**src/mlfq_pkg.sv**
```systemverilog
// Package with shared constants, types and codes for the MLFQ scheduler.
package mlfq_pkg;

	localparam int LEVELS_DEF   = 20;
	localparam int MAX_JOBS_DEF = 64;

	localparam int ID_W   = 6;
	localparam int LVL_W  = 5;
	localparam int TIME_W = 16;
	localparam int ALW_W  = 10;
	localparam int EV_W   = 3;
	localparam int SC_W   = 32;

	localparam logic [ALW_W-1:0]  ALLOT_RST = 10'd10;
	localparam logic [TIME_W-1:0] BOOST_RST = 16'd50;

	localparam logic OP_ADD  = 1'b0;
	localparam logic OP_TICK = 1'b1;

	localparam logic CFG_ALLOT = 1'b0;
	localparam logic CFG_BOOST = 1'b1;

	typedef enum logic [EV_W-1:0] {
		EV_LOADED    = 3'd0,
		EV_RAN       = 3'd1,
		EV_COMPLETED = 3'd2,
		EV_DOWNGRADE = 3'd3,
		EV_IDLE      = 3'd4,
		EV_FULL      = 3'd5
	} event_t;

	typedef enum logic [4:0] {
		ST_IDLE,
		ST_ADD,
		ST_SCAN,
		ST_MOD,
		ST_WALK,
		ST_RUN,
		ST_UPD,
		ST_UNLINK,
		ST_APPEND,
		ST_CNT,
		ST_BDIV,
		ST_BST_LVL,
		ST_BST_JOB,
		ST_BST_FIN,
		ST_OUT
	} state_t;

	typedef struct packed {
		logic is_add;
		logic add_ok;
		logic lvl_found;
		logic scan_end;
		logic div_done;
		logic walk_done;
		logic boost_due;
		logic move;
		logic down;
		logic blvl_end;
		logic blvl_nonempty;
		logic bjob_end;
	} status_t;

	typedef struct packed {
		logic load_in;
		logic do_add;
		logic scan_init;
		logic scan_step;
		logic div_start;
		logic div_step;
		logic walk_step;
		logic run;
		logic upd;
		logic unlink;
		logic append;
		logic cnt;
		logic bdiv_start;
		logic blvl_init;
		logic blvl_take;
		logic blvl_next;
		logic bjob_step;
		logic bst_fin;
		logic set_idle;
		logic set_full;
	} cmd_t;

endpackage

```
**src/mlfq_if.sv**
```systemverilog
// Valid/ready channel interfaces for the MLFQ scheduler.
interface mlfq_in_if;
	logic        valid;
	logic        ready;
	logic        op;
	logic [15:0] run_time;
	modport source (output valid, output op, output run_time, input ready);
	modport sink (input valid, input op, input run_time, output ready);
endinterface

interface mlfq_out_if;
	logic        valid;
	logic        ready;
	logic [2:0]  event_res;
	logic [5:0]  job_id;
	logic [4:0]  level;
	logic [15:0] remaining;
	logic [15:0] time_in_level;
	logic        boosted;
	modport source (output valid, output event_res, output job_id, output level,
		output remaining, output time_in_level, output boosted, input ready);
	modport sink (input valid, input event_res, input job_id, input level,
		input remaining, input time_in_level, input boosted, output ready);
endinterface

interface mlfq_cfg_if;
	logic        valid;
	logic        ready;
	logic        index;
	logic [15:0] data;
	modport source (output valid, output index, output data, input ready);
	modport sink (input valid, input index, input data, output ready);
endinterface

```
**src/mlfq_ctrl.sv**
```systemverilog
// Controller state machine sequencing the MLFQ scheduler datapath.
module mlfq_ctrl
	import mlfq_pkg::*;
(
	input  logic    clk,
	input  logic    arst_n,
	input  logic    in_valid,
	output logic    in_ready,
	output logic    out_valid,
	input  logic    out_ready,
	input  status_t st,
	output cmd_t    cmd
);

	state_t state_q, state_d;

	always_ff @(posedge clk or negedge arst_n) begin
		if (!arst_n) begin
			state_q <= ST_IDLE;
		end else begin
			state_q <= state_d;
		end
	end

	always_comb begin
		state_d   = state_q;
		cmd       = '0;
		in_ready  = 1'b0;
		out_valid = 1'b0;
		unique case (state_q)
			ST_IDLE: begin
				in_ready = 1'b1;
				if (in_valid) begin
					cmd.load_in = 1'b1;
					state_d = ST_ADD;
				end
			end
			ST_ADD: begin
				if (st.is_add) begin
					if (st.add_ok) begin
						cmd.do_add = 1'b1;
					end else begin
						cmd.set_full = 1'b1;
					end
					state_d = ST_OUT;
				end else begin
					cmd.scan_init = 1'b1;
					state_d = ST_SCAN;
				end
			end
			ST_SCAN: begin
				if (st.lvl_found) begin
					cmd.div_start = 1'b1;
					state_d = ST_MOD;
				end else if (st.scan_end) begin
					cmd.set_idle = 1'b1;
					state_d = ST_OUT;
				end else begin
					cmd.scan_step = 1'b1;
				end
			end
			ST_MOD: begin
				if (st.div_done) begin
					state_d = ST_WALK;
				end else begin
					cmd.div_step = 1'b1;
				end
			end
			ST_WALK: begin
				if (st.walk_done) begin
					state_d = ST_RUN;
				end else begin
					cmd.walk_step = 1'b1;
				end
			end
			ST_RUN: begin
				cmd.run = 1'b1;
				state_d = ST_UPD;
			end
			ST_UPD: begin
				cmd.upd = 1'b1;
				state_d = st.move ? ST_UNLINK : ST_CNT;
			end
			ST_UNLINK: begin
				cmd.unlink = 1'b1;
				state_d = st.down ? ST_APPEND : ST_CNT;
			end
			ST_APPEND: begin
				cmd.append = 1'b1;
				state_d = ST_CNT;
			end
			ST_CNT: begin
				cmd.cnt = 1'b1;
				cmd.bdiv_start = 1'b1;
				state_d = ST_BDIV;
			end
			ST_BDIV: begin
				if (st.div_done) begin
					if (st.boost_due) begin
						cmd.blvl_init = 1'b1;
						state_d = ST_BST_LVL;
					end else begin
						state_d = ST_OUT;
					end
				end else begin
					cmd.div_step = 1'b1;
				end
			end
			ST_BST_LVL: begin
				if (st.blvl_end) begin
					cmd.bst_fin = 1'b1;
					state_d = ST_BST_FIN;
				end else if (st.blvl_nonempty) begin
					cmd.blvl_take = 1'b1;
					state_d = ST_BST_JOB;
				end else begin
					cmd.blvl_next = 1'b1;
				end
			end
			ST_BST_JOB: begin
				cmd.bjob_step = 1'b1;
				if (st.bjob_end) begin
					cmd.blvl_next = 1'b1;
					state_d = ST_BST_LVL;
				end
			end
			ST_BST_FIN: begin
				state_d = ST_OUT;
			end
			ST_OUT: begin
				out_valid = 1'b1;
				if (out_ready) begin
					state_d = ST_IDLE;
				end
			end
			default: state_d = ST_IDLE;
		endcase
	end

endmodule

```
**src/mlfq_dp.sv**
```systemverilog
// Datapath of the MLFQ scheduler: job table, level queues and divider.
module mlfq_dp
	import mlfq_pkg::*;
#(
	parameter int LEVELS   = LEVELS_DEF,
	parameter int MAX_JOBS = MAX_JOBS_DEF
) (
	input  logic              clk,
	input  logic              arst_n,
	input  logic              in_op,
	input  logic [TIME_W-1:0] in_run_time,
	input  logic              cfg_we,
	input  logic              cfg_index,
	input  logic [TIME_W-1:0] cfg_data,
	input  cmd_t              cmd,
	output status_t           st,
	output logic [EV_W-1:0]   event_res,
	output logic [ID_W-1:0]   job_id,
	output logic [LVL_W-1:0]  level,
	output logic [TIME_W-1:0] remaining,
	output logic [TIME_W-1:0] time_in_level,
	output logic              boosted
);

	localparam int JW = (MAX_JOBS > 1) ? $clog2(MAX_JOBS) : 1;
	localparam int LW = (LEVELS > 1) ? $clog2(LEVELS) : 1;
	localparam int CW = $clog2(MAX_JOBS + 1);
	localparam int LCW = $clog2(LEVELS + 1);

	// Job table memories, one access per cycle each.
	logic [TIME_W-1:0] rem_mem [MAX_JOBS];
	logic [TIME_W-1:0] til_mem [MAX_JOBS];
	logic [JW-1:0]     link_mem [MAX_JOBS];

	logic [JW-1:0] head_q [LEVELS];
	logic [JW-1:0] tail_q [LEVELS];
	logic [CW-1:0] cnt_q  [LEVELS];

	logic [ALW_W-1:0]  allot_q;
	logic [TIME_W-1:0] bper_q;
	logic [SC_W-1:0]   slice_q;
	logic [CW-1:0]     added_q;

	logic              op_q;
	logic [TIME_W-1:0] rt_q;
	logic [LCW-1:0]    lv_q;
	logic [LVL_W-1:0]  rlv_q;
	logic [JW-1:0]     cur_q, prev_q;
	logic [CW-1:0]     k_q;
	logic [JW-1:0]     next_q;
	logic [TIME_W-1:0] rem_q, til_q;
	logic              down_q;
	logic [EV_W-1:0]   ev_q;
	logic              bst_q;

	// Restoring divider for remainder only: slice count mod divisor.
	logic [SC_W-1:0]   dvd_q;
	logic [TIME_W:0]   rmd_q;
	logic [TIME_W-1:0] dvs_q;
	logic [5:0]        dcnt_q;
	logic [TIME_W+1:0] trial;

	// Boost walk state.
	logic              bany_q;
	logic [JW-1:0]     bhead_q, btail_q;
	logic [CW-1:0]     btotal_q, bk_q;
	logic [JW-1:0]     bj_q;

	logic [LW-1:0] lvi, lvn;
	logic [ALW_W+LVL_W:0] allot_lim;

	// Slice outcome, decided from the entry read in the run state.
	logic [TIME_W-1:0] rem_dec, til_inc;
	logic              done_w, down_w;

	assign lvi = lv_q[LW-1:0];
	assign lvn = LW'(lv_q + LCW'(1));
	assign trial = {rmd_q, dvd_q[SC_W-1]} - {2'b0, dvs_q};
	assign allot_lim = (ALW_W+LVL_W+1)'(lv_q + LCW'(1)) * (ALW_W+LVL_W+1)'(allot_q);

	assign rem_dec = (rem_q != '0) ? rem_q - TIME_W'(1) : rem_q;
	assign til_inc = (til_q != '1) ? til_q + TIME_W'(1) : til_q;
	assign done_w  = (rem_dec == '0);
	assign down_w  = !done_w && (lv_q + LCW'(1) < LCW'(LEVELS))
		&& ((ALW_W+LVL_W+1)'(til_inc) >= allot_lim);

	always_comb begin
		st = '0;
		st.is_add        = (op_q == OP_ADD);
		st.add_ok        = (added_q != CW'(MAX_JOBS));
		st.lvl_found     = (lv_q < LCW'(LEVELS)) && (cnt_q[lvi] != '0);
		st.scan_end      = (lv_q >= LCW'(LEVELS));
		st.div_done      = (dcnt_q == '0);
		st.walk_done     = (k_q == rmd_q[CW-1:0]);
		st.boost_due     = (bper_q != '0) && (rmd_q == '0);
		st.move          = done_w || down_w;
		st.down          = down_q;
		st.blvl_end      = (lv_q >= LCW'(LEVELS));
		st.blvl_nonempty = (lv_q < LCW'(LEVELS)) && (cnt_q[lvi] != '0);
		st.bjob_end      = (bk_q + CW'(1) >= cnt_q[lvi]);
	end

	always_ff @(posedge clk) begin
		if (cmd.load_in) begin
			op_q <= in_op;
			rt_q <= in_run_time;
		end
		if (cmd.do_add) begin
			rem_mem[added_q[JW-1:0]] <= rt_q;
			til_mem[added_q[JW-1:0]] <= '0;
			if (cnt_q[0] != '0) begin
				link_mem[tail_q[0]] <= added_q[JW-1:0];
			end
		end
		if (cmd.scan_init || cmd.blvl_init) begin
			lv_q <= '0;
		end else if (cmd.scan_step || cmd.blvl_next) begin
			lv_q <= lv_q + LCW'(1);
		end
		if (cmd.div_start) begin
			cur_q  <= head_q[lvi];
			prev_q <= head_q[lvi];
			k_q    <= '0;
		end else if (cmd.walk_step) begin
			prev_q <= cur_q;
			cur_q  <= link_mem[cur_q];
			k_q    <= k_q + CW'(1);
		end else if (cmd.do_add) begin
			cur_q <= added_q[JW-1:0];
		end else if (cmd.set_full || cmd.set_idle) begin
			cur_q <= '0;
		end
		if (cmd.div_start || cmd.bdiv_start) begin
			dvd_q  <= cmd.bdiv_start ? slice_q + SC_W'(1) : slice_q;
			dvs_q  <= cmd.bdiv_start ? bper_q : TIME_W'(cnt_q[lvi]);
			rmd_q  <= '0;
			dcnt_q <= 6'(SC_W);
		end else if (cmd.div_step) begin
			dvd_q  <= {dvd_q[SC_W-2:0], 1'b0};
			dcnt_q <= dcnt_q - 6'd1;
			if (!trial[TIME_W+1]) begin
				rmd_q <= trial[TIME_W:0];
			end else begin
				rmd_q <= {rmd_q[TIME_W-1:0], dvd_q[SC_W-1]};
			end
		end
		if (cmd.run) begin
			rem_q  <= rem_mem[cur_q];
			til_q  <= til_mem[cur_q];
			next_q <= link_mem[cur_q];
		end else if (cmd.upd) begin
			rem_q <= rem_dec;
			til_q <= til_inc;
		end else if (cmd.do_add) begin
			rem_q <= rt_q;
			til_q <= '0;
		end else if (cmd.set_full || cmd.set_idle) begin
			rem_q <= '0;
			til_q <= '0;
		end
		if (cmd.upd) begin
			rem_mem[cur_q] <= rem_dec;
			til_mem[cur_q] <= down_w ? '0 : til_inc;
			down_q <= down_w;
			rlv_q  <= LVL_W'(lv_q);
			ev_q   <= done_w ? EV_COMPLETED : (down_w ? EV_DOWNGRADE : EV_RAN);
		end else if (cmd.do_add) begin
			ev_q  <= EV_LOADED;
			rlv_q <= '0;
		end else if (cmd.set_full) begin
			ev_q  <= EV_FULL;
			rlv_q <= '0;
		end else if (cmd.set_idle) begin
			ev_q  <= EV_IDLE;
			rlv_q <= '0;
		end
		if (cmd.blvl_init) begin
			bst_q <= 1'b1;
		end else if (cmd.run || cmd.do_add || cmd.set_full || cmd.set_idle) begin
			bst_q <= 1'b0;
		end
		if (cmd.unlink && k_q != '0) begin
			link_mem[prev_q] <= next_q;
		end
		if (cmd.append && cnt_q[lvn] != '0) begin
			link_mem[tail_q[lvn]] <= cur_q;
		end
		if (cmd.blvl_take) begin
			bj_q <= head_q[lvi];
			bk_q <= '0;
			if (bany_q) begin
				link_mem[btail_q] <= head_q[lvi];
			end
		end
		if (cmd.bjob_step) begin
			til_mem[bj_q] <= '0;
			bj_q <= link_mem[bj_q];
			bk_q <= bk_q + CW'(1);
		end
	end

	always_ff @(posedge clk or negedge arst_n) begin
		if (!arst_n) begin
			allot_q  <= ALLOT_RST;
			bper_q   <= BOOST_RST;
			slice_q  <= '0;
			added_q  <= '0;
			bany_q   <= 1'b0;
			bhead_q  <= '0;
			btail_q  <= '0;
			btotal_q <= '0;
			for (int i = 0; i < LEVELS; i++) begin
				cnt_q[i]  <= '0;
				head_q[i] <= '0;
				tail_q[i] <= '0;
			end
		end else begin
			if (cfg_we) begin
				if (cfg_index == CFG_ALLOT) begin
					allot_q <= cfg_data[ALW_W-1:0];
				end else begin
					bper_q <= cfg_data;
				end
			end
			if (cmd.do_add) begin
				added_q <= added_q + CW'(1);
				if (cnt_q[0] == '0) begin
					head_q[0] <= added_q[JW-1:0];
				end
				tail_q[0] <= added_q[JW-1:0];
				cnt_q[0]  <= cnt_q[0] + CW'(1);
			end
			if (cmd.unlink) begin
				if (k_q == '0) begin
					head_q[lvi] <= next_q;
				end
				if (tail_q[lvi] == cur_q) begin
					tail_q[lvi] <= prev_q;
				end
				cnt_q[lvi] <= cnt_q[lvi] - CW'(1);
			end
			if (cmd.append) begin
				if (cnt_q[lvn] == '0) begin
					head_q[lvn] <= cur_q;
				end
				tail_q[lvn] <= cur_q;
				cnt_q[lvn]  <= cnt_q[lvn] + CW'(1);
			end
			if (cmd.cnt) begin
				slice_q <= slice_q + SC_W'(1);
			end
			if (cmd.blvl_init) begin
				bany_q   <= 1'b0;
				btotal_q <= '0;
			end
			if (cmd.blvl_take) begin
				if (!bany_q) begin
					bhead_q <= head_q[lvi];
				end
				bany_q   <= 1'b1;
				btail_q  <= tail_q[lvi];
				btotal_q <= btotal_q + cnt_q[lvi];
			end
			if (cmd.bjob_step && st.bjob_end) begin
				cnt_q[lvi] <= '0;
			end
			if (cmd.bst_fin && bany_q) begin
				head_q[0] <= bhead_q;
				tail_q[0] <= btail_q;
				cnt_q[0]  <= btotal_q;
			end
		end
	end

	// The level field holds the level the job ran from; the scan counter is
	// reused by the boost walk, so that level is kept in rlv_q.
	assign event_res     = ev_q;
	assign job_id        = ID_W'(cur_q);
	assign level         = rlv_q;
	assign remaining     = rem_q;
	assign time_in_level = til_q;
	assign boosted       = bst_q;

endmodule

```
**src/mlfq_time_slice_scheduler_unit.sv**
```systemverilog
// Top level of the multilevel feedback queue time-slice scheduler.
//
// The block keeps up to MAX_JOBS jobs in LEVELS linked queues. Each input
// transfer is either an add (op 0) that appends a job to level 0, or a tick
// (op 1) that runs one time slice of the job picked from the highest
// non-empty level. Every input transfer gives exactly one output transfer.
// A configuration transfer writes allotment_step (index 0) or boost_period
// (index 1); it is taken in any cycle and must only come while idle.
// An add passes through the add and output states. A tick scans the levels for
// the first non-empty one and reports idle if there is none. Otherwise the shared
// serial divider reduces the slice count modulo the level's job count, the queue
// is walked to that position, the job runs and is updated, it is unlinked if it
// completes or moves down and appended to the next level if it moves down, and a
// second remainder pass in the shared divider checks for a boost. A boost walks
// every level and every queued job. Only one item is in flight at a time.
// Reset empties all queues, zeroes the slice and job counters and restores
// allotment_step to 10 and boost_period to 50. When the receiver stalls, the
// result holds on the output and no new input is taken.
module mlfq_time_slice_scheduler_unit
	import mlfq_pkg::*;
#(
	parameter int LEVELS   = LEVELS_DEF,
	parameter int MAX_JOBS = MAX_JOBS_DEF
) (
	input logic clk,
	input logic arst_n,
	mlfq_in_if.sink    in_ch,
	mlfq_out_if.source out_ch,
	mlfq_cfg_if.sink   cfg_ch
);

	status_t st;
	cmd_t    cmd;

	assign cfg_ch.ready = 1'b1;

	mlfq_ctrl u_ctrl (
		.clk       (clk),
		.arst_n    (arst_n),
		.in_valid  (in_ch.valid),
		.in_ready  (in_ch.ready),
		.out_valid (out_ch.valid),
		.out_ready (out_ch.ready),
		.st        (st),
		.cmd       (cmd)
	);

	mlfq_dp #(
		.LEVELS   (LEVELS),
		.MAX_JOBS (MAX_JOBS)
	) u_dp (
		.clk           (clk),
		.arst_n        (arst_n),
		.in_op         (in_ch.op),
		.in_run_time   (in_ch.run_time),
		.cfg_we        (cfg_ch.valid),
		.cfg_index     (cfg_ch.index),
		.cfg_data      (cfg_ch.data),
		.cmd           (cmd),
		.st            (st),
		.event_res     (out_ch.event_res),
		.job_id        (out_ch.job_id),
		.level         (out_ch.level),
		.remaining     (out_ch.remaining),
		.time_in_level (out_ch.time_in_level),
		.boosted       (out_ch.boosted)
	);

endmodule

```
**src/flat_wrapper.sv**
```systemverilog
// flat-port wrapper written by rule: the top's interface ports become plain ports
module mlfq_time_slice_scheduler_unit_flat import mlfq_pkg::*;
#(
	parameter int LEVELS   = LEVELS_DEF,
	parameter int MAX_JOBS = MAX_JOBS_DEF
)
  (clk, arst_n, in_ch_valid, in_ch_op, in_ch_run_time, in_ch_ready, out_ch_valid, out_ch_event_res, out_ch_job_id, out_ch_level, out_ch_remaining, out_ch_time_in_level, out_ch_boosted, out_ch_ready, cfg_ch_valid, cfg_ch_index, cfg_ch_data, cfg_ch_ready);
  mlfq_in_if in_ch_i ();
  mlfq_out_if out_ch_i ();
  mlfq_cfg_if cfg_ch_i ();
  input logic clk;
  input logic arst_n;
  input wire logic [$bits(in_ch_i.valid)-1:0] in_ch_valid;
  input wire logic [$bits(in_ch_i.op)-1:0] in_ch_op;
  input wire logic [$bits(in_ch_i.run_time)-1:0] in_ch_run_time;
  output wire logic [$bits(in_ch_i.ready)-1:0] in_ch_ready;
  output wire logic [$bits(out_ch_i.valid)-1:0] out_ch_valid;
  output wire logic [$bits(out_ch_i.event_res)-1:0] out_ch_event_res;
  output wire logic [$bits(out_ch_i.job_id)-1:0] out_ch_job_id;
  output wire logic [$bits(out_ch_i.level)-1:0] out_ch_level;
  output wire logic [$bits(out_ch_i.remaining)-1:0] out_ch_remaining;
  output wire logic [$bits(out_ch_i.time_in_level)-1:0] out_ch_time_in_level;
  output wire logic [$bits(out_ch_i.boosted)-1:0] out_ch_boosted;
  input wire logic [$bits(out_ch_i.ready)-1:0] out_ch_ready;
  input wire logic [$bits(cfg_ch_i.valid)-1:0] cfg_ch_valid;
  input wire logic [$bits(cfg_ch_i.index)-1:0] cfg_ch_index;
  input wire logic [$bits(cfg_ch_i.data)-1:0] cfg_ch_data;
  output wire logic [$bits(cfg_ch_i.ready)-1:0] cfg_ch_ready;
  assign in_ch_i.valid = in_ch_valid;
  assign in_ch_i.op = in_ch_op;
  assign in_ch_i.run_time = in_ch_run_time;
  assign in_ch_ready = in_ch_i.ready;
  assign out_ch_valid = out_ch_i.valid;
  assign out_ch_event_res = out_ch_i.event_res;
  assign out_ch_job_id = out_ch_i.job_id;
  assign out_ch_level = out_ch_i.level;
  assign out_ch_remaining = out_ch_i.remaining;
  assign out_ch_time_in_level = out_ch_i.time_in_level;
  assign out_ch_boosted = out_ch_i.boosted;
  assign out_ch_i.ready = out_ch_ready;
  assign cfg_ch_i.valid = cfg_ch_valid;
  assign cfg_ch_i.index = cfg_ch_index;
  assign cfg_ch_i.data = cfg_ch_data;
  assign cfg_ch_ready = cfg_ch_i.ready;
  mlfq_time_slice_scheduler_unit #(.LEVELS(LEVELS), .MAX_JOBS(MAX_JOBS)) u_core (.clk(clk), .arst_n(arst_n), .in_ch(in_ch_i), .out_ch(out_ch_i), .cfg_ch(cfg_ch_i));
endmodule
```
**config.mk**
```make
export PLATFORM = sky130hd
export DESIGN_NAME = mlfq_time_slice_scheduler_unit_flat
export DESIGN_NICKNAME = d
export VERILOG_FILES = /design/src/mlfq_pkg.sv /design/src/mlfq_if.sv /design/src/mlfq_ctrl.sv /design/src/mlfq_dp.sv /design/src/mlfq_time_slice_scheduler_unit.sv /design/src/flat_wrapper.sv
export SDC_FILE = /design/constraint.sdc
export NUM_CORES = 2
export LEC_CHECK = 0
export BUFFER_PORTS_ARGS = -buffer_cell sky130_fd_sc_hd__buf_2
export CAP_MARGIN = 20
export CELL_PAD_IN_SITES_DETAIL_PLACEMENT = 0
export CELL_PAD_IN_SITES_GLOBAL_PLACEMENT = 1
export CORE_MARGIN = 1
export CORE_UTILIZATION = 50
export CTS_BUF_LIST = sky130_fd_sc_hd__clkbuf_16
export CTS_CLUSTER_DIAMETER = 150
export DETAILED_ROUTE_END_ITERATION = 12
export PLACE_DENSITY_LB_ADDON = 0.15
export SYNTH_ARGS = -nofsm -noshare
export SYNTH_HDL_FRONTEND = slang
export SYNTH_SLANG_ARGS = --single-unit
```
**constraint.sdc**
```tcl
create_clock -name clk -period 10.25 [get_ports clk]
set_input_delay 3.075 -clock clk [delete_from_list [all_inputs] [get_ports clk]]
set_output_delay 3.075 -clock clk [all_outputs]
set_load 0.1 [all_outputs]
```
## Word level (Yosys, flattened, before mapping)

Memories as Yosys holds them, arrays and structs flattened. A register that Yosys moved wholly into a read port is not among the register bits.
Index checks and enable logic that the tools add are counted.

| word-level totals | value |
|---|---|
| memories kept | 3 |
| bits in writable memories | 2432 |
| bits in registers | 643 |
| output and inout bits | 50 |

| cells by class | value |
|---|---|
| reductions and logical operators | 50 |
| bitwise logic cells | 6 |
| eq/ne operators | 26 |
| add/subtract/negate cells | 14 |
| magnitude comparators | 9 |
| muxes and demuxes | 175 |
| multiply operators | 1 |

Memories:

| name | words | bits a word | read ports | clocked after Yosys merged registers in | write ports | RTL line | source |
|---|---|---|---|---|---|---|---|
| u_core.u_dp.rem_mem | 64 | 16 | 1 | 1 | 1 | mlfq_dp.sv:31 | `logic [TIME_W-1:0] rem_mem [MAX_JOBS];` |
| u_core.u_dp.til_mem | 64 | 16 | 1 | 1 | 1 | mlfq_dp.sv:32 | `logic [TIME_W-1:0] til_mem [MAX_JOBS];` |
| u_core.u_dp.link_mem | 64 | 6 | 2 | 2 | 1 | mlfq_dp.sv:33 | `logic [JW-1:0] link_mem [MAX_JOBS];` |

Operator list:

| operator | count |
|---|---|
| 120-bit two-way mux | 7 |
| 120-bit bitwise mux | 4 |
| 140-bit two-way mux | 3 |
| 140-bit bitwise mux | 2 |
| 16-bit two-way mux | 13 |
| 6-bit two-way mux | 34 |
| 140-bit bitwise AND | 1 |
| 140-bit inverter | 1 |
| 32-bit two-way mux | 3 |
| 7-bit two-way mux | 13 |
| 6-bit binary-select mux with 5-bit select | 3 |
| 5-bit one-hot mux with 15 select lines | 1 |
| 7-bit binary-select mux with 5-bit select | 2 |
| 7-bit demux with 5-bit select | 2 |
| 5-bit two-way mux | 14 |
| 6-bit demux with 5-bit select | 2 |
| 1-bit two-way mux | 57 |
| 16-bit OR reduction | 3 |
| 7-bit by 1-bit adder with 7-bit output, second input constant | 5 |
| 5-bit by 4-bit equality test with 1-bit output, second input constant | 7 |
| 32-bit by 1-bit adder with 32-bit output, second input constant | 1 |
| 16-bit nonzero test | 2 |
| 7-bit nonzero test | 4 |
| 7-bit logical NOT | 3 |
| other kinds (45) | 94 |

## Depth between registers and ports, before layout

| depth | value |
|---|---|
| depth in word-level cells | 14 |
| gate-level depth with buffers | 45 |
| mapped depth without buffers | 29 |

## Cells and area by module

A second synthesis with hierarchy kept.

| unflattened totals | value |
|---|---|
| cells, all modules | 14540 |
| area, all modules | 164791.8 µm² |

By module, submodules not included:

| module | cells an instance | area an instance (µm²) | instances | sequential area each (µm²) |
|---|---|---|---|---|
| mlfq_dp | 14445 | 164114.9 | 1 | 79497.5 |
| mlfq_ctrl | 93 | 665.6 | 1 | 100.1 |
| mlfq_time_slice_scheduler_unit | 2 | 11.3 | 1 | 0.0 |

## Worst setup path before layout

OpenSTA, ideal clock, no wires.

| timing path | value |
|---|---|
| path type | register to register |
| start point | reg u_core.u_dp.lv_q[1] |
| end point | mem u_core.u_dp.til_mem[0][10] (data pin) |
| slack | 0.317 ns |
| data required time | 9.749 ns |
| setup time | 0.501 ns |
| cell stages (with the launch flop) | 45 |
| arrival | 9.432 ns |
| cell sequence | dfxtp_1 buf_2 buf_6 buf_6 buf_2 buf_2 buf_2 buf_2 buf_2 inv_1 ha_1 buf_6 buf_8 buf_12 buf_12 buf_8 buf_6 clkbuf_1 [9 not listed] a21oi_1 o21ai_0 a21o_1 a21o_1 a31oi_1 nand2b_1 xnor2_1 ha_1 a21oi_1 o21ai_0 nand3_1 a21oi_1 a21oi_1 nor2b_1 nand2b_1 buf_2 buf_6 nor2_1 |

| on the way | value |
|---|---|
| word-level cells in the longest chain between the ends | 7 |
| elaborated cells on any way between the ends | 10 |
| classes of those cells | add/sub (2); mul (1); order compare (2); mux (3); reduce/logical (2) |

RTL lines:

| item | RTL line | source |
|---|---|---|
| start: declaration | mlfq_dp.sv:46 | `logic [LCW-1:0] lv_q;` |
| start signal: assignment | mlfq_dp.sv:118 | `lv_q <= lv_q + LCW'(1);` |
| 5-bit by 1-bit adder with 5-bit output | - |  |
| named net u_core.u_dp.lvn[1] | mlfq_dp.sv:69 | `logic [LW-1:0] lvi, lvn;` |
| 5-bit < comparator | mlfq_dp.sv:84 | `assign down_w = !done_w && (lv_q + LCW'(1) < LCW'(LEVELS))` |
| 1-bit logical AND | mlfq_dp.sv:84 |  |
| 1-bit logical AND | mlfq_dp.sv:85 | `&& ((ALW_W+LVL_W+1)'(til_inc) >= allot_lim);` |
| named net u_core.u_dp.down_w | mlfq_dp.sv:74 | `logic done_w, down_w;` |
| 16-bit two-way mux | mlfq_dp.sv:163 | `til_mem[cur_q] <= down_w ? '0 : til_inc;` |
| 16-bit two-way mux (no line) (2 in a row) | - |  |
| end: declaration | mlfq_dp.sv:32 |  |

The timed path passes the listed nets, and every way through them passes these cells.

## Worst setup path in the final report

| timing path | value |
|---|---|
| start point | reg u_core.u_dp.lv_q[0] |
| end point | mem u_core.u_dp.til_mem[37][9] (data pin) |

| on the way | value |
|---|---|
| word-level cells in the longest chain between the ends | 7 |
| elaborated cells on any way between the ends | 10 |
| classes of those cells | add/sub (2); mul (1); order compare (2); mux (3); reduce/logical (2) |

RTL lines:

| item | RTL line |
|---|---|
| 5-bit by 1-bit adder with 6-bit output / 5-bit by 1-bit adder with 5-bit output (equally long branches) | mlfq_dp.sv:79, mlfq_dp.sv:84 |
| 6-bit by 10-bit multiplier with 16-bit output / 5-bit < comparator (equally long branches) | mlfq_dp.sv:79, mlfq_dp.sv:84 |
| 16-bit >= comparator / 1-bit logical AND (equally long branches) | mlfq_dp.sv:85, mlfq_dp.sv:84 |
| 1-bit logical AND * | mlfq_dp.sv:85 |
| named net u_core.u_dp.down_w | mlfq_dp.sv:74 |
| 16-bit two-way mux * | mlfq_dp.sv:163 |
| 16-bit two-way mux (no line) * (2 in a row) | - |

Mark *: on every way through the listed nets, which the timed path passes. The rest lies on a longest branch.

==> results by group <==
Status
  • Status: finished clean

Synth
  • Mean Syn Cell Area: 16.9 um2
  • Synthesized area: 138000 um2
  • Synth Register Bits: 3086
  • Post-Synthesis Cells: 8123
  • Ys async rst share: 15.2%
  • Yosys top cell by area: edfxtp_1
  • Synth area leaders: edfxtp_1 56%, mux4_2 17%, dfrtp_1 8.4%
  • Count leader, synth: edfxtp_1
  • Netlist cell types: 103
  • Synth cell count leaders: 2569 x edfxtp_1, 1038 x mux4_2, 772 x nor2_1
  • Post-synth top area share: 56.1%
  • EDFF count, synth: 2569
  • Primary FF master, synth: edfxtp_1
  • Post-synthesis sequential area ratio: 65.3%
  • Yosys warning total: 0
  • Mapped Nets: 8288

Clock network
  • # resized after CTS: 0
  • Clock buffer depth: 4
  • CTS Sinks: 3086
  • CTS tree: built
  • Setup Fix Bufs, Post-CTS: 0
  • Worst-path clk slew: 0.06 ns
  • Worst-Skew Late Latency: 0.93 ns
  • Root Buffer: clkbuf_16
  • Hold_buf cts: 0
  • TritonCTS buffer count: 328
  • Htree depth: 5

Floorplanning
  • Core area: 274000 um2
  • Die height: 527 um
  • Ports: 89
  • Initial Util: 50.3%
  • Rows: 192
  • Die Span X: 527 um
  • Die area: 277000 um2

STA
  • Rel. slew slack: 18.3%
  • Setup TNS: 0 ns
  • Final Max Slew Viols: 0
  • Hold Fails Final Rpt: 0
  • Period minus WS final: 8.55 ns
  • Highest Clock Rate: 0.117 GHz
  • Post-route clock skew: 0.0609 ns
  • Final period utilization: 83.4%
  • RSZ-0062 raised after global routing: false
  • Worst Max-Slew Pin Slew: 1.22 ns
  • Final setup viols: 0

Power
  • P_sw: 15.2 mW
  • Logic pwr share: 34.7%
  • Switching Share: 35.7%
  • VDD IR max: 0.392 mV
  • Post-layout total power: 42.4 mW
  • Static Leakage: 50.1 nW
  • Power Density: 276 nW/um2
  • Flop pwr share: 37.5%
  • Int Pwr: 27.3 mW
  • Clock Power Share: 27.8%

Job
  • MaxCap Viol Count: 0

GRT
  • Global-route wire length before repair: 566 mm
  • Vias in the first global route: 77000
  • Largest net degree at the start of global routing: 148
  • Initial antenna violation count: 14
  • Global route overflow: 0
  • Global Route Usage Sum: 28.3%

Final layout
  • Share of cells above drive strength 1: 24.9%
  • Final Core Density: 56.2%
  • Area Overhead vs Synth: 11.7%
  • Nets: 8394

Hold path
  • HP Start: u_core.u_dp.slice_q[31]$_DFFE_PN0P_
  • Hold Path Stages: 1
  • Hold Crit Class: register to register
  • WHS Endpoint: u_core.u_dp.slice_q[31]$_DFFE_PN0P_

Route
  • Remaining antenna violation count after routing: 0
  • Residual DRC: 0
  • Via density: 6.44
  • Vias: 77900
  • Routed WL: 392 mm
  • Iteration count of the initial detailed-routing pass: 6
  • 1st-iter DRT viols: 9529
  • Drt wl/cell: 32.4 um

Worst setup path
  • FF-to-FF End: u_core.u_dp.til_mem[37][9]$_DFFE_PP_
  • Setup crit start kind: register
  • Crit-path max FO: 44
  • Worst Reg2Reg Path Length in Cells: 27
  • Nature of the critical path endpoint: register
  • Worst endpoint required time: 10.85 ns
  • R2R setup slack: 1.70 ns
  • WS Path Type: register to register
  • RR Startpoint: u_core.u_dp.lv_q[0]$_SDFFE_PP0P_
  • Worst EP arrival: 9.15 ns

Placement
  • PortBufs: 87
  • RePlAce Congestion: 0.904
  • HPWL after DPL: 244 mm
-- how the worst max path moves through the flow --
stage                                           from                                     to  slack [ns]  cells past startpoint
floorplan           u_core.u_dp.lv_q[1]$_SDFFE_PP0P_   u_core.u_dp.til_mem[0][10]$_DFFE_PP_        0.32                     44
global placement    u_core.u_dp.lv_q[0]$_SDFFE_PP0P_  u_core.u_dp.til_mem[54][13]$_DFFE_PP_        1.48                     27
detailed placement  u_core.u_dp.lv_q[0]$_SDFFE_PP0P_  u_core.u_dp.til_mem[35][13]$_DFFE_PP_        1.40                     27
CTS                 u_core.u_dp.lv_q[0]$_SDFFE_PP0P_   u_core.u_dp.til_mem[22][0]$_DFFE_PP_        1.45                     27
global route        u_core.u_dp.lv_q[0]$_SDFFE_PP0P_   u_core.u_dp.til_mem[46][9]$_DFFE_PP_        1.14                     27
finish              u_core.u_dp.lv_q[0]$_SDFFE_PP0P_   u_core.u_dp.til_mem[37][9]$_DFFE_PP_        1.70                     27
-- routing by layer --
| metal | routed length (um) | vias to the layer above | GRT usage (%) |
|---|---|---|---|
| met5 | 31 | - | 0 |
| met4 | 14600 | 4 | 9.86 |
| met3 | 30900 | 666 | 4.05 |
| met2 | 185000 | 3675 | 44.2 |
| met1 | 162000 | 41200 | 40.9 |
| li1 | - | 32300 | - |
-- layout make-up --
| class | count | area [um2] |
|---|---|---|
| Fill cell | 20900 | 120000 |
| Sequential cell | 3086 | 89900 |
| Multi-Input combinational cell | 4348 | 45400 |
| Clock buffer | 335 | 8380 |
| Tap cell | 3589 | 4490 |
| Timing Repair Buffer | 334 | 2740 |
| Clock inverter | 266 | 2300 |
| Inverter | 131 | 492 |
| Antenna cell | 8 | 20.0 |
-- power by group through the flow --
| stage | registers, mW | logic, mW | clock network (mW) |
|---|---|---|---|
| floorplan | 15.9 | 9.74 | 0 |
| CTS | 15.9 | 14.7 | 12.0 |
| finish | 15.9 | 14.7 | 11.8 |
| detailed placement | 16.1 | 14.7 | 0 |
| global route | 16.0 | 15.6 | 12.4 |
| global placement | 16.1 | 14.6 | 0 |
-- registers in the layout, summed over array words and instances, names as in the netlist, 10 cells and up, named ones only --
register,count
u_core.u_dp.til_mem,1024
u_core.u_dp.cnt_q,140
u_core.u_dp.rmd_q,17
u_core.u_dp.bper_q,16
u_core.u_dp.rem_mem,1024
u_core.u_dp.tail_q,120
u_core.u_dp.dvs_q,16
u_core.u_dp.head_q,120
u_core.u_dp.dvd_q,32
u_core.u_dp.remaining,16
u_core.u_dp.link_mem,384
u_core.u_dp.rt_q,16
u_core.u_dp.time_in_level,16
u_core.u_dp.allot_q,10
u_core.u_dp.slice_q,32
-- logic make-up (layout without fill, tap and decap cells) --
| family | after synthesis | after routing | synth area share, % |
|---|---|---|---|
| fa+ha+maj | 126 | 126 | 1.34 |
| compound gates | 868 | 868 | 3.74 |
| flops | 3086 | 3086 | 65.3 |
| other cells | 1 | 9 | 0.00273 |
| buf+inv | 689 | 1066 | 2.29 |
| xor+xnor | 135 | 135 | 0.870 |
| simple gates | 1723 | 1723 | 5.59 |
| mux | 1495 | 1495 | 20.9 |
-- layout by cell type, fill, tap and decap left out, types with 50 or more instances in the layout --
master,netlist,layout
a21oi_1,304,304
nor2_4,1,63
dfrtp_1,464,464
nand2_1,476,466
xnor2_1,80,73
inv_1,127,196
and2_1,78,78
mux2_2,68,68
nor2_1,772,681
buf_4,17,213
nor3_1,64,61
o211ai_1,50,50
edfxtp_1,2569,2569
clkinv_2,0,56
o21ai_0,253,246
clkbuf_16,0,335
buf_2,55,86
nand3_1,93,92
mux4_2,1038,1038
a211oi_1,68,68
xor2_1,53,51
ha_1,91,90
mux2i_1,342,341
clkinv_1,2,70
-- through the flow --
step	hold WS, ns	cell area (um2)	instances	setup WS, ns
finish	0.476	154000	12100	1.70
global route	0.498	154000	12100	1.14
CTS	0.485	153000	12100	1.45
detailed placement	0.471	143000	11500	1.40
global placement	0.457	143000	11500	1.48
floorplan	0.434	138000	8123	0.317
-- worst max-delay path: stages, from the launching register on --
cell and delay [ns]:
dfxtp_4 0.64, nand3_1 0.33, xnor2_1 0.92, nand2_1 0.19
fa_1 0.59, fa_1 0.42, fa_1 0.51, inv_1 0.05
ha_1 0.31, a21oi_1 0.13, o21ai_0 0.13, a21oi_1 0.18
o21ai_0 0.14, a21o_1 0.20, a21o_1 0.19, a31oi_1 0.24
nand2b_1 0.10, xnor2_1 0.13, ha_1 0.34, a21oi_1 0.14
o21ai_0 0.11, nand3_1 0.10, a21oi_1 0.07, a21oi_1 0.27
nor2b_1 0.10, nand2b_2 0.61, nor2_4 0.56, buf_4 0.49
Power figures use the tool's default switching activity.
